===== src/hw/rtl/bpc_pkg.sv =====
`timescale 1ns / 1ps
`default_nettype none
// ----------------------------------------------------------------------------
// bpc_pkg
// Shared types, constants and helper functions for the pressure compensation
// ----------------------------------------------------------------------------
package bpc_pkg;

    // pipelined divider depth, one quotient bit per stage
    localparam int DIV_STEPS = 32;

    // front-to-back queue
    localparam int Q_DEPTH = 4;
    localparam int Q_AW    = $clog2(Q_DEPTH);

    // configuration register indexes
    localparam logic [2:0] REG_AC1_AC2 = 3'd0;
    localparam logic [2:0] REG_AC3_AC4 = 3'd1;
    localparam logic [2:0] REG_AC5_AC6 = 3'd2;
    localparam logic [2:0] REG_B1_B2   = 3'd3;
    localparam logic [2:0] REG_MC_MD   = 3'd4;
    localparam logic [2:0] REG_OSS     = 3'd5;

    // compensation constants
    localparam logic signed [31:0] T_ROUND   = 32'sd8;
    localparam logic signed [31:0] B6_OFFSET = 32'sd4000;
    localparam logic signed [31:0] B3_ROUND  = 32'sd2;
    localparam logic signed [31:0] B4_BIAS   = 32'sd32768;
    localparam logic [15:0]        B7_SCALE  = 16'd50000;
    localparam logic signed [31:0] P_C1      = 32'sd3038;
    localparam logic signed [31:0] P_C2      = -32'sd7357;
    localparam logic signed [31:0] P_C3      = 32'sd3791;
    localparam logic signed [31:0] T_MAX     = 32'sd32767;
    localparam logic signed [31:0] T_MIN     = -32'sd32768;
    localparam logic signed [31:0] P_MAX     = 32'sd1048575;

    // calibration set
    typedef struct packed {
        logic signed [15:0] ac1;
        logic signed [15:0] ac2;
        logic signed [15:0] ac3;
        logic [15:0]        ac4;
        logic [15:0]        ac5;
        logic [15:0]        ac6;
        logic signed [15:0] b1;
        logic signed [15:0] b2;
        logic signed [15:0] mc;
        logic signed [15:0] md;
        logic [1:0]         oss;
    } t_coef;

    // classified item handed from front to back
    typedef struct packed {
        logic signed [16:0] x1;
        logic signed [17:0] den;
        logic [18:0]        up;
        logic               dz;
    } t_item;

    // queue status
    typedef struct packed {
        logic full;
        logic empty;
    } t_qstat;

    // one stage of the restoring divider
    typedef struct packed {
        logic [31:0] rem;
        logic [31:0] num;
        logic [31:0] quo;
        logic [31:0] dvs;
    } t_div_st;

    // low 32 bits of a product
    function automatic logic signed [31:0] mul_lo(input logic signed [31:0] a,
                                                  input logic signed [31:0] b);
        return a * b;
    endfunction

    // signed divide by 2^k, truncating toward zero
    function automatic logic signed [31:0] sdiv_pow2(input logic signed [31:0] v,
                                                     input logic [4:0] k);
        logic signed [31:0] bias;
        bias = v[31] ? ((32'sd1 <<< k) - 32'sd1) : 32'sd0;
        return (v + bias) >>> k;
    endfunction

    // one restoring division step
    function automatic t_div_st div_step(input t_div_st s);
        t_div_st    r;
        logic [32:0] trial;
        trial = {s.rem, s.num[31]};
        r     = s;
        r.num = {s.num[30:0], 1'b0};
        if (trial >= {1'b0, s.dvs}) begin
            r.rem = 32'(trial - {1'b0, s.dvs});
            r.quo = {s.quo[30:0], 1'b1};
        end else begin
            r.rem = trial[31:0];
            r.quo = {s.quo[30:0], 1'b0};
        end
        return r;
    endfunction

endpackage
`default_nettype wire


===== src/hw/rtl/bpc_front.sv =====
`timescale 1ns / 1ps
`default_nettype none
// ----------------------------------------------------------------------------
// bpc_front
// Accepts raw readings, computes the first temperature term and its divisor,
// flags a zero divisor and pushes the item into the queue
// ----------------------------------------------------------------------------
module bpc_front (
    input  bpc_pkg::t_coef i_coef,
    input  logic           i_in_valid,
    output logic           o_in_ready,
    input  logic [15:0]    i_raw_temperature,
    input  logic [18:0]    i_raw_pressure,
    input  bpc_pkg::t_qstat i_qstat,
    output logic           o_push,
    output bpc_pkg::t_item o_item
);
    import bpc_pkg::*;

    logic signed [16:0] w_diff;
    logic signed [31:0] w_prod;
    logic signed [31:0] w_x1;

    // handshake: take a transaction whenever the queue has room
    assign o_in_ready = !i_qstat.full;
    assign o_push     = i_in_valid && !i_qstat.full;

    // x1 = (ut - ac6) * ac5 / 2^15
    always_comb begin
        w_diff = $signed({1'b0, i_raw_temperature}) - $signed({1'b0, i_coef.ac6});
        w_prod = mul_lo({{15{w_diff[16]}}, w_diff}, $signed({16'd0, i_coef.ac5}));
        w_x1   = sdiv_pow2(w_prod, 5'd15);
    end

    // classify: divisor x1 + md
    always_comb begin
        o_item.x1  = w_x1[16:0];
        o_item.den = {w_x1[16], w_x1[16:0]} + {{2{i_coef.md[15]}}, i_coef.md};
        o_item.up  = i_raw_pressure;
        o_item.dz  = (o_item.den == 18'sd0);
    end

endmodule
`default_nettype wire


===== config.mk =====
export PLATFORM = sky130hd
export DESIGN_NAME = bpc_front
export DESIGN_NICKNAME = d
export VERILOG_FILES = /design/src/hw/rtl/bpc_pkg.sv /design/src/hw/rtl/bpc_front.sv
export SDC_FILE = /design/constraint.sdc
export NUM_CORES = 1
export LEC_CHECK = 0
export BUFFER_PORTS_ARGS = -buffer_cell sky130_fd_sc_hd__buf_2
export CORE_ASPECT_RATIO = 1.25
export CORE_UTILIZATION = 54
export DETAILED_ROUTE_END_ITERATION = 6
export PLACE_DENSITY = 0.82
export SYNTH_ARGS = -nofsm -noshare
export SYNTH_HDL_FRONTEND = slang
export SYNTH_SLANG_ARGS = --single-unit

===== constraint.sdc =====
create_clock -name vclk -period 14.5
set_clock_uncertainty 0.05 [all_clocks]
set_input_delay 1.45 -clock vclk [all_inputs]
set_output_delay 1.45 -clock vclk [all_outputs]
set_load 0.01 [all_outputs]

==> impl_results.md <==
- Library cells used by synthesis: 72
- FFs & Latches: 0
- Initial antenna violation count: 0
- Final worst slack: -0.676 ns
- Tightest Pin Transition: 0.671 ns
- Area leader, netlist: fa_1
- Final hold violations: 0
- Met1 Resource Use GR: 29.1%
- CP max stage cell: fa_1
- Maxcap violations: 0
- CP arrival: 13.68 ns
- Post-Synth Adder-Cell Area: 54.1%
- Area Overhead vs Synth: 26.7%
- Setup crit end kind: output port
- Post-Synth XOR/XNOR Area: 5.25%
- Syn Area/Cell: 8.37 µm²
- I/O Pins: 257
- Hpwl dp: 27.7 mm
- Synth Warn #: 0
- Hold Path Depth: 0
- Number of detailed-route iterations in the first pass: 7
- Chip width: 139 µm
- Final WL: 37.2 mm
- Slew Viols, Final: 0
- Chip height: 173 µm
- Met3 Resource Use GR: 2.29%
- Total track usage: 28.7%
- Failing checks: DRC, setup timing
- # DRC: 2
- Syn nets: 2100
- Total congestion overflow: 0
- Finish-stage setup viols: 3
- Status: finished with violations
- Met2 Use GR: 56.0%
- Via Count: 11.8k
- I/O Buffers: 104
- Vias in the first global route: 12.7k
- Crit start category: primary input
- Avg WL per Cell: 17.9 µm
- Sequential cell area fraction in the yosys report: 0%
- Synthesized area: 12700 µm²
- Crit-path max cell delay: 0.56 ns
- Largest family of logic cells by synthesized area: adder cells
- Relative slew slack: 54.1%
- DIE AREA: 24100 µm²
- Final Critical Period: 15.18 ns
- Number of clock buffers in the layout: 0
- Final Cycle Share: 105%
- Post-layout nets: 2373
- Routed Antenna Nets: 0
- RSZ-0062 raised after global routing: true
- Ratio of cells with drive above 1 in the final layout: 28.4%
- Most used cell, CP: fa_1
- Synth top area cells: fa_1 42%, ha_1 12%, inv_1 11%
- First-pass GRT wire length: 56.1 mm
- Required @ worst endpoint: 13.00 ns
- Via density: 5.68
- Initial Util: 55.0%
- Post-synthesis mux area share: 0.257%
- Busiest grt layer: met2
- Pin count of the biggest net entering global routing: 19
- GPL Wtd Cong: 0.912
- Cell row count: 62
- Top cell type's share of synthesized area: 41.7%
- Core Box Area: 23000 µm²
- Gate count of the mapped netlist: 1514
- Crit-path max FO: 8
- Compound-Gate Fraction of Synth Area: 8.07%
- Worst slack at placement: -1.14 ns
- Initial detailed-routing violation count: 765
- Area taken by flip-flops and latches: 0 µm²
- Fillers: 1511
- Min-Delay Path Class: primary input to output port
- Ant diodes: 0
- Post-Synth Simple-Gate Area: 18.8%
- Peak Freq: 0.0659 GHz
- Kind of critical path: primary input to output port
## cell families after synthesis
family / after synthesis
XOR/XNOR: 73
AND/OR/NAND/NOR: 459
AO/OA/AOI/OAI: 152
adder cells (fa/ha/maj): 390
multiplexers: 2
buffers and inverters: 438
## cell type report
cell class	count	area [µm²]	share of cell area [%]
multi-input combinational	1076	11900	74.0
timing repair buffer	338	2410	15.0
inverter	371	1400	8.69
tap	288	360	2.24
## through the flow
stage               hold slack, ns  cell area (µm²)  instances  TNS, ns  util [%]
finish                        2.85            16100       2073   -0.954      69.7
global route                  2.85            16100       2073    -2.91      69.7
CTS                           2.85            15100       2040   -0.362      65.6
detailed placement            2.85            14700       2025    -4.33      63.7
global placement              2.85            14700       2025    -1.65      63.7
floorplan                     2.89            12700       1514        0         -
## placed cells by master (no fill, tap or decap), drive strengths merged, types with 15 or more instances in the layout
cell type,count
a21o,15
a21oi,39
and2,115
buf,336
fa,264
ha,122
inv,371
nand2,153
nand2b,15
nand3,23
nor2,48
nor2b,33
nor3,18
o21ai,30
xnor2,56
xor2,17
## path summary, 6_finish.rpt
path / start / end
min: i_raw_pressure[9] / o_item[10]
max: i_coef[68] / o_item[0]
## repair_timing
| item | CTS | global route |
|---|---|---|
| endpoints found under the setup margin | 8 | 10 |
| setup buffers | 13 | 34 |
| resized for setup | 72 | 146 |
| gates cloned | 2 | 1 |
| hold buffers | 0 | 0 |
| pin swaps | 57 | 128 |
## cell usage after synthesis, drive strengths merged (3+ instances only)
cell type	instances
nand4b	4
nor4b	3
nor2	48
ha	122
nor3	18
nand3	23
maj3	4
nand2	153
a21oi	39
o21a	7
a31oi	7
nor2b	33
xor2	17
nand4	9
or3	5
nor4	3
a2111oi	4
o211ai	3
and3	14
a21boi	4
nand2b	15
inv	371
xnor2	56
o21bai	4
a31o	4
a21o	15
clkbuf	42
a211oi	12
nor3b	3
o31a	4
fa	264
o21ai	30
or4	4
buf	25
and2	115
## per-layer routing
layer | wire length (µm) | part of all wire [%]
met4 | 3020 | 8.1
met2 | 20100 | 54
met3 | 2020 | 5.4
met1 | 12100 | 32
met5 | 0 | 0
## worst max-delay path, delay by kind of cell
| family | cells | cell delay, ns |
|---|---|---|
| multiplexers | 1 | 0.22 |
| adder cells (fa/ha/maj) | 10 | 4.12 |
| AND/OR/NAND/NOR | 13 | 2.88 |
| buffers and inverters | 11 | 1.26 |
| XOR/XNOR | 5 | 0.95 |
| AO/OA/AOI/OAI | 15 | 2.78 |
Power is not shown: default switching activity piles up to over one toggle a cycle in this logic, so the estimate is an artifact.
