<file path="src/hw/rtl/bpc_pkg.sv">
`timescale 1ns / 1ps
`default_nettype none
// ----------------------------------------------------------------------------
// bpc_pkg
// Shared types, constants and helper functions for the pressure compensation
// ----------------------------------------------------------------------------
package bpc_pkg;

    // pipelined divider depth, one quotient bit per stage
    localparam int DIV_STEPS = 32;

    // front-to-back queue
    localparam int Q_DEPTH = 4;
    localparam int Q_AW    = $clog2(Q_DEPTH);

    // configuration register indexes
    localparam logic [2:0] REG_AC1_AC2 = 3'd0;
    localparam logic [2:0] REG_AC3_AC4 = 3'd1;
    localparam logic [2:0] REG_AC5_AC6 = 3'd2;
    localparam logic [2:0] REG_B1_B2   = 3'd3;
    localparam logic [2:0] REG_MC_MD   = 3'd4;
    localparam logic [2:0] REG_OSS     = 3'd5;

    // compensation constants
    localparam logic signed [31:0] T_ROUND   = 32'sd8;
    localparam logic signed [31:0] B6_OFFSET = 32'sd4000;
    localparam logic signed [31:0] B3_ROUND  = 32'sd2;
    localparam logic signed [31:0] B4_BIAS   = 32'sd32768;
    localparam logic [15:0]        B7_SCALE  = 16'd50000;
    localparam logic signed [31:0] P_C1      = 32'sd3038;
    localparam logic signed [31:0] P_C2      = -32'sd7357;
    localparam logic signed [31:0] P_C3      = 32'sd3791;
    localparam logic signed [31:0] T_MAX     = 32'sd32767;
    localparam logic signed [31:0] T_MIN     = -32'sd32768;
    localparam logic signed [31:0] P_MAX     = 32'sd1048575;

    // calibration set
    typedef struct packed {
        logic signed [15:0] ac1;
        logic signed [15:0] ac2;
        logic signed [15:0] ac3;
        logic [15:0]        ac4;
        logic [15:0]        ac5;
        logic [15:0]        ac6;
        logic signed [15:0] b1;
        logic signed [15:0] b2;
        logic signed [15:0] mc;
        logic signed [15:0] md;
        logic [1:0]         oss;
    } t_coef;

    // classified item handed from front to back
    typedef struct packed {
        logic signed [16:0] x1;
        logic signed [17:0] den;
        logic [18:0]        up;
        logic               dz;
    } t_item;

    // queue status
    typedef struct packed {
        logic full;
        logic empty;
    } t_qstat;

    // one stage of the restoring divider
    typedef struct packed {
        logic [31:0] rem;
        logic [31:0] num;
        logic [31:0] quo;
        logic [31:0] dvs;
    } t_div_st;

    // low 32 bits of a product
    function automatic logic signed [31:0] mul_lo(input logic signed [31:0] a,
                                                  input logic signed [31:0] b);
        return a * b;
    endfunction

    // signed divide by 2^k, truncating toward zero
    function automatic logic signed [31:0] sdiv_pow2(input logic signed [31:0] v,
                                                     input logic [4:0] k);
        logic signed [31:0] bias;
        bias = v[31] ? ((32'sd1 <<< k) - 32'sd1) : 32'sd0;
        return (v + bias) >>> k;
    endfunction

    // one restoring division step
    function automatic t_div_st div_step(input t_div_st s);
        t_div_st    r;
        logic [32:0] trial;
        trial = {s.rem, s.num[31]};
        r     = s;
        r.num = {s.num[30:0], 1'b0};
        if (trial >= {1'b0, s.dvs}) begin
            r.rem = 32'(trial - {1'b0, s.dvs});
            r.quo = {s.quo[30:0], 1'b1};
        end else begin
            r.rem = trial[31:0];
            r.quo = {s.quo[30:0], 1'b0};
        end
        return r;
    endfunction

endpackage
`default_nettype wire

</file>
<file path="src/hw/rtl/bpc_queue.sv">
`timescale 1ns / 1ps
`default_nettype none
// ----------------------------------------------------------------------------
// bpc_queue
// Short FIFO between the front and the back datapath
// ----------------------------------------------------------------------------
module bpc_queue (
    input  logic            i_clk,
    input  logic            i_rst_n,
    input  logic            i_push,
    input  bpc_pkg::t_item  i_item,
    input  logic            i_pop,
    output bpc_pkg::t_item  o_item,
    output bpc_pkg::t_qstat o_qstat
);
    import bpc_pkg::*;

    t_item             r_mem [Q_DEPTH];
    logic [Q_AW-1:0]   r_wr_ptr;
    logic [Q_AW-1:0]   r_rd_ptr;
    logic [Q_AW:0]     r_count;
    logic [Q_AW:0]     n_count;

    assign o_qstat.full  = (r_count == (Q_AW+1)'(Q_DEPTH));
    assign o_qstat.empty = (r_count == '0);
    assign o_item        = r_mem[r_rd_ptr];

    // occupancy
    always_comb begin
        n_count = r_count;
        if (i_push && !i_pop) begin
            n_count = r_count + 1'b1;
        end else if (!i_push && i_pop) begin
            n_count = r_count - 1'b1;
        end
    end

    // pointers and count
    always_ff @(posedge i_clk) begin
        if (!i_rst_n) begin
            r_wr_ptr <= '0;
            r_rd_ptr <= '0;
            r_count  <= '0;
        end else begin
            if (i_push) begin
                r_wr_ptr <= r_wr_ptr + 1'b1;
            end
            if (i_pop) begin
                r_rd_ptr <= r_rd_ptr + 1'b1;
            end
            r_count <= n_count;
        end
    end

    // storage
    always_ff @(posedge i_clk) begin
        if (i_push) begin
            r_mem[r_wr_ptr] <= i_item;
        end
    end

endmodule
`default_nettype wire

</file>
<file path="config.mk">
export PLATFORM = sky130hd
export DESIGN_NAME = bpc_queue
export DESIGN_NICKNAME = d
export VERILOG_FILES = /design/src/hw/rtl/bpc_pkg.sv /design/src/hw/rtl/bpc_queue.sv
export SDC_FILE = /design/constraint.sdc
export NUM_CORES = 1
export LEC_CHECK = 0
export BUFFER_PORTS_ARGS = -buffer_cell sky130_fd_sc_hd__buf_2
export CAP_MARGIN = 25
export CORE_AREA = 8 8 127 129
export CTS_CLUSTER_SIZE = 16
export DETAILED_ROUTE_END_ITERATION = 10
export DIE_AREA = 0 0 135 137
export PLACE_DENSITY = 0.93
export SYNTH_ARGS = -nofsm -noshare
export SYNTH_HDL_FRONTEND = slang
export SYNTH_SLANG_ARGS = --single-unit
</file>
<file path="constraint.sdc">
create_clock -name i_clk -period 6.7 [get_ports i_clk]
set_input_delay 0 -clock i_clk [delete_from_list [all_inputs] [get_ports i_clk]]
set_output_delay 0 -clock i_clk [all_outputs]
set_load 0.005 [all_outputs]
</file>
==> flow_summary.yaml, run 1 <==
grt:
  grt-ovfl-total: 0
  antenna_found_initial: 1
  grt_pass1_wl_um: 27680
  grt.total_usage: 0.2023
  grt_max_degree: 39
  grt_pass1_vias: 4619
clock_network:
  htree_levels: 1
  numCtsBuffers: 21
  cts.sink_count: 229
  ctsResizeCount: 0
  clockRootBuffer: "clkbuf_16"
  path_clk_slew_ns: 0.07
  cts_tree: "done"
  clock_latency_ns: 0.48
  cts_max_path_buffers: 3
yosys:
  synth.cell_area_um2: 8451
  yosys.cell_types.count: 22
  synth.avg_cell_area_um2: 25.61
  synth-adder-area-share: 0.009772
  synth_compound_area_frac: 0.001481
  synth_cells: 330
  synthesis.nets: 395
  synth_warnings: 0
  muxShareOfSynthArea: 0.1512
  synthXorXnorAreaFrac: 0.005182
  synth_simple_gate_area_frac: 0.01081
  synth_top_family_by_area: "multiplexers"
  ys_seq_area_frac: 0.8031
  ys_seq_elements: 229
power_and_ir_drop:
  power.density_nw_per_um2: 310.6
  power_w: 0.003266
  p_leak_nw: 3.644
  irDropWorstVdd_mv: 0.2218
job:
  max_cap_viol_count: 0
layout:
  final_nets: 585
  area_growth_pct: 24.43
  drive_gt1_frac: 0.3951
  fillers: 795
floorplanning:
  rows: 44
  io_pins: 116
  fp.dieH_um: 137
  fp.dieW_um: 135
  design.die.area_um2: 18500
  initial_core_util: 0.5950
  core-area_um2: 14200
sta:
  max_freq_mhz: 422.9
  tns_ns: 0
  finalCritPeriodShare: 0.3529
  worstMarginPinSlew_ns: 0.6603
  slew_violations: 0
  finalClockSkew_ns: 0.008981
  setup_viol_count_final: 0
  final.min_clock_period_ns: 2.364
  hold_viol: 0
  rsz0062_at_grt: "no"
  timing.slew.headroom: 0.5598
setup_path:
  start_kind: "flip-flop"
  critical_path_class: "reg2out"
  reg2reg_depth: 4
  critPathMaxFanout: 31
  critPathRequiredTime_ns: 6.70
  critPathArrivalTime_ns: 2.36
  end_kind: "primary output"
min_path:
  hold_class: "in2reg"
  min_path_cells: 2
route:
  dr.pass1.iters: 5
  ant_nets: 0
  drtIter0Drc: 396
  routed_wl_um: 18430
  met2_length_um: 9696
  m1WireLength_um: 6900
  top_layer_used: "met4"
  vias_per_cell: 5.809
  wl_met3_um: 1250
  drcViolationCount: 0
  vias: 4177
  routedWlPerCell_um: 25.63
placement:
  dp_hpwl_um: 9940
  place.gp.congestion: 0.7062
  io_buffers: 115
status:
  status: "complete, no violations"
## worst paths after layout
check / from / endpoint / slack, ns
max: flip-flop / o_item[27] / 4.34
min: i_item[12] / r_mem[0][12]$_DFFE_PP_ / 0.27
max reg2reg: r_wr_ptr[0]$_SDFFE_PN0P_ / r_mem[2][4]$_DFFE_PP_ / 4.64
min reg2reg: r_count[2]$_SDFFE_PN0P_ / r_count[2]$_SDFFE_PN0P_ / 0.52
## cell type report
| cell class | instances | area [um^2] | area share |
|---|---|---|---|
| sequential | 229 | 6792 | 0.6459 |
| multi-input combinational | 85 | 1513 | 0.1439 |
| timing repair buffer | 179 | 1221 | 0.1161 |
| clock buffer | 25 | 550.5 | 0.05236 |
| tap | 184 | 230.2 | 0.02189 |
| clock inverter | 12 | 191.4 | 0.01821 |
| inverter | 4 | 15.01 | 0.001428 |
| antenna | 1 | 2.502 | 0.0002380 |
## registers in the layout, summed over array words and instances (netlist names), named ones only
signal / flops
r_mem: 220
r_rd_ptr: 2
r_wr_ptr: 2
r_count: 3
## timing repair
item	CTS	global route
setup buffers	0	0
endpoints found under the hold margin	229	0
hold buffers	58	0
## through the flow
stage	utilization	hold WS [ns]	cells	cell area [um^2]	worst slack, ns
after floorplan	-	0.09887	330	8451	4.437
after global placement	0.6451	0.2103	622	9163	4.700
after detailed placement	0.6470	0.2180	623	9190	4.654
after CTS	0.7401	0.2612	718	10510	4.335
after global routing	0.7403	0.2777	719	10520	4.263
final	0.7403	0.2748	719	10520	4.336
## layer usage
metal  up-vias  global-route usage
met1      2149              0.2477
met3        44             0.04442
met2       203              0.3472
li1       1781                   -
met4         0             0.07773
met5         -                   0
## power breakdown
group / leakage (nW) / total (W) / switching, W / internal, W
clock network: 0.364 / 0.00128 / 0.000499 / 0.000782
registers: 2.10 / 0.00168 / 0.0000368 / 0.00164
logic: 1.18 / 0.000305 / 0.000144 / 0.000161
## Yosys cell counts
cell,count,area share
mux2i_1,2,0.0024
mux4_1,5,0.016
mux4_2,50,0.13
fa_1,1,0.0024
and2_1,9,0.0067
ha_1,5,0.0074
or3_1,1,0.00074
clkbuf_2,1,0.00059
o21ai_0,1,0.00059
edfxtp_1,220,0.78
buf_12,5,0.012
buf_2,5,0.0030
nor2b_1,2,0.0015
xnor2_1,2,0.0021
dfxtp_1,9,0.021
xor2_1,3,0.0031
inv_1,4,0.0018
a21boi_0,1,0.00089
nor3_1,1,0.00059
nand2_1,1,0.00044
buf_6,1,0.0013
nor3b_1,1,0.00089
## critical path: stages, from the launching register on
cell     delay, ns
dfxtp_2       0.76
buf_4         0.51
mux4_2        0.43
buf_2         0.16
## kinds of logic after synthesis
group | Yosys count
xor+xnor | 5
flops | 229
compound gates | 2
mux | 57
buf+inv | 16
simple gates | 15
fa+ha+maj | 6
## cells in the final DEF (no fill, tap or decap), types with 2 or more instances in the layout
cell	synthesis	final
clkbuf_1	0	3
dfxtp_1	9	7
clkinv_2	0	5
dlygate4sd3_1	0	58
buf_2	5	115
nor2b_1	2	2
ha_1	5	5
xnor2_1	2	2
edfxtp_1	220	220
and2_1	9	5
mux4_2	50	50
and2_2	0	4
inv_1	4	4
mux2i_1	2	2
xor2_1	3	3
clkbuf_16	0	21
buf_4	0	5
bufinv_16	0	5
mux4_1	5	5
No activity file was read; power rests on OpenSTA's default activity.
==> inputs of run 2 (changes only) <==
- ABC_AREA: default -> 1
- CORE_AREA: 8 8 127 129 -> 8 8 139 141
- DIE_AREA: 0 0 135 137 -> 0 0 147 149
- PLACE_DENSITY: 0.93 -> 0.84
- clock period: 6.7 -> 2.1 ns (I/O delays scaled with it)
==> run 2 against run 1 <==
Design area is 2.8% higher; sequential cell count is the same; clock skew is 0.00071 ns lower; global-route usage down 3.3 points; register-to-register slack lost 4.1 ns; largest power group unchanged.
==> flow_summary.yaml, run 2 <==
status:
  status: "complete, no violations"
sta:
  slew_violations: 0
  final.min_clock_period_ns: 1.914
  finalClockSkew_ns: 0.008274
  worstMarginPinSlew_ns: 0.5063
  tns_ns: 0
  rsz0062_at_grt: "no"
  setup_viol_count_final: 0
  finalCritPeriodShare: 0.9113
  timing.slew.headroom: 0.6625
  hold_viol: 0
  max_freq_mhz: 522.6
layout:
  drive_gt1_frac: 0.2229
  final_common_cell: "edfxtp_1"
  seq_area_um2: 6792
  finish.utilization: 0.6339
  area_growth_pct: 25.80
  largest_reg_flops: 220
  multiInputGateArea_um2: 1514
  final_nets: 835
  fillers: 1215
  reg_top3: "r_mem (220), r_count (3)"
  regMostFlops: "r_mem"
  layout_common_cells: "edfxtp_1 (220), nor2_1 (115), buf_2 (115), o21ai_0 (71), dlygate4sd3_1 (59)"
yosys:
  synth_async_sr_flop_share: 0
  synth_ff_type: "edfxtp_1"
  yosys-top-cells-area: "edfxtp_1 (77%), nor2_1 (5.0%), o21ai_0 (4.1%), o22ai_1 (4.0%), o21ai_1 (2.6%)"
  netlist.area_leader.share: 0.7687
  yosys.cell_types.count: 19
  synth_warnings: 0
  ys_seq_area_frac: 0.7896
  synth_cells: 590
  ys_seq_elements: 229
  synth.largest_area_cell: "edfxtp_1"
  synth_edf_count: 220
  synth_most_common_cell: "edfxtp_1"
  synth.avg_cell_area_um2: 14.57
  synth.cell_area_um2: 8594
  synth_common_cells: "edfxtp_1 (220), nor2_1 (115), o21ai_0 (71), o22ai_1 (55), o21ai_1 (45)"
  synthesis.nets: 655
route:
  vias_per_cell: 5.424
  routedWlPerCell_um: 18.67
  drtIter0Drc: 351
  vias: 5484
  dr.pass1.iters: 5
  routed_wl_um: 18880
  ant_nets: 0
  drcViolationCount: 0
floorplanning:
  core-area_um2: 17060
  initial_core_util: 0.5039
  design.die.area_um2: 21900
  fp.dieW_um: 147
  rows: 48
  io_pins: 116
  fp.dieH_um: 149
placement:
  place.gp.congestion: 0.7300
  dp_hpwl_um: 10800
  io_buffers: 115
clock_network:
  numCtsBuffers: 23
  htree_levels: 1
  clock_latency_ns: 0.50
  path_clk_slew_ns: 0.06
  cts_max_path_buffers: 3
  cts.sink_count: 229
  cts_setup_buffers: 0
  clockRootBuffer: "clkbuf_16"
  cts_tree: "done"
setup_path:
  end_kind: "primary output"
  path_buf_inv: 3
  start_kind: "flip-flop"
  slowest_delay_ns: 0.36
  critPathSlowestCell: "dfxtp_4"
  critPathMaxFanout: 49
  critPathArrivalTime_ns: 1.91
  critPathRequiredTime_ns: 2.10
  crit_chain: "clkinv_2, buf_12, o21ai_0, o22ai_1, buf_2"
  cp_top_family: "buffers and inverters"
  critical_path_class: "reg2out"
power_and_ir_drop:
  p_leak_nw: 3.875
  power.density_nw_per_um2: 948.6
  irDropWorstVdd_mv: 0.7439
grt:
  grt_max_degree: 111
  grt.total_usage: 0.1690
  grt_pass1_wl_um: 29480
  grt-ovfl-total: 0
  grt_pass1_vias: 5672
  antenna_found_initial: 1
job:
  max_cap_viol_count: 0
min_path:
  hold_class: "in2reg"
==> run 2: logic make-up (layout without fill, tap and decap cells) <==
| family | after synthesis | count (layout) | share of synthesized area |
|---|---|---|---|
| other cells | 0 | 1 | 0 |
| compound gates | 175 | 175 | 0.1099 |
| fa+ha+maj | 6 | 6 | 0.009608 |
| simple gates | 128 | 128 | 0.05663 |
| flops | 229 | 229 | 0.7896 |
| buf+inv | 52 | 247 | 0.03421 |
==> run 2: repair_timing <==
| item | in CTS | in global routing |
|---|---|---|
| endpoints found under the hold margin | 229 | 0 |
| hold buffers | 59 | 0 |
| gates resized for setup | 0 | 0 |
==> run 2: layout make-up <==
cell class                      instances  share of cell area
Antenna cell                            1           0.0002315
Clock buffer                           24             0.05358
Clock inverter                         16             0.01539
Inverter                               17            0.006018
Multi-Input combinational cell        309              0.1400
Sequential cell                       229              0.6282
Tap cell                              225             0.02604
Timing Repair Buffer                  190              0.1305
==> run 2: routing by layer <==
metal  GRT usage  wire length, um
met2      0.3000             9693
met1      0.2004             7404
met5           0                0
met4     0.04589              372
met3     0.04430             1404
==> run 2: through the flow <==
stage / hold WS, ns / std cells / instance area [um^2] / power (W) / setup WS, ns
2_1_floorplan: 0.09887 / 590 / 8594 / 0.005829 / 0.02982
6_report: 0.2622 / 1011 / 10810 / 0.01026 / 0.1863
5_1_grt: 0.2609 / 1011 / 10810 / 0.01061 / 0.03870
4_1_cts: 0.2394 / 1010 / 10810 / 0.01031 / 0.1574
3_5_place_dp: 0.2171 / 911 / 9473 / 0.006259 / 0.5289
3_3_place_gp: 0.2125 / 911 / 9473 / 0.006230 / 0.5592
==> run 2: where the power goes <==
part,internal (W),switching [W]
clock,0.00238,0.00163
combinational,0.000406,0.000577
sequential,0.00521,0.0000543
total,0.00800,0.00226
==> run 2: path summary, 6_finish.rpt <==
| path | slack [ns] | cells past startpoint | end | from |
|---|---|---|---|---|
| hold reg to reg | 0.47 | 1 | flip-flop | r_rd_ptr[1]$_SDFFE_PN0P_ |
| hold / removal | 0.26 | 2 | r_mem[3][13]$_DFFE_PP_ | i_item[13] |
| setup reg to reg | 0.53 | 5 | r_mem[0][42]$_DFFE_PP_ | r_wr_ptr[0]$_SDFFE_PN0P_ |
| setup / recovery | 0.19 | 5 | o_item[54] | flip-flop |
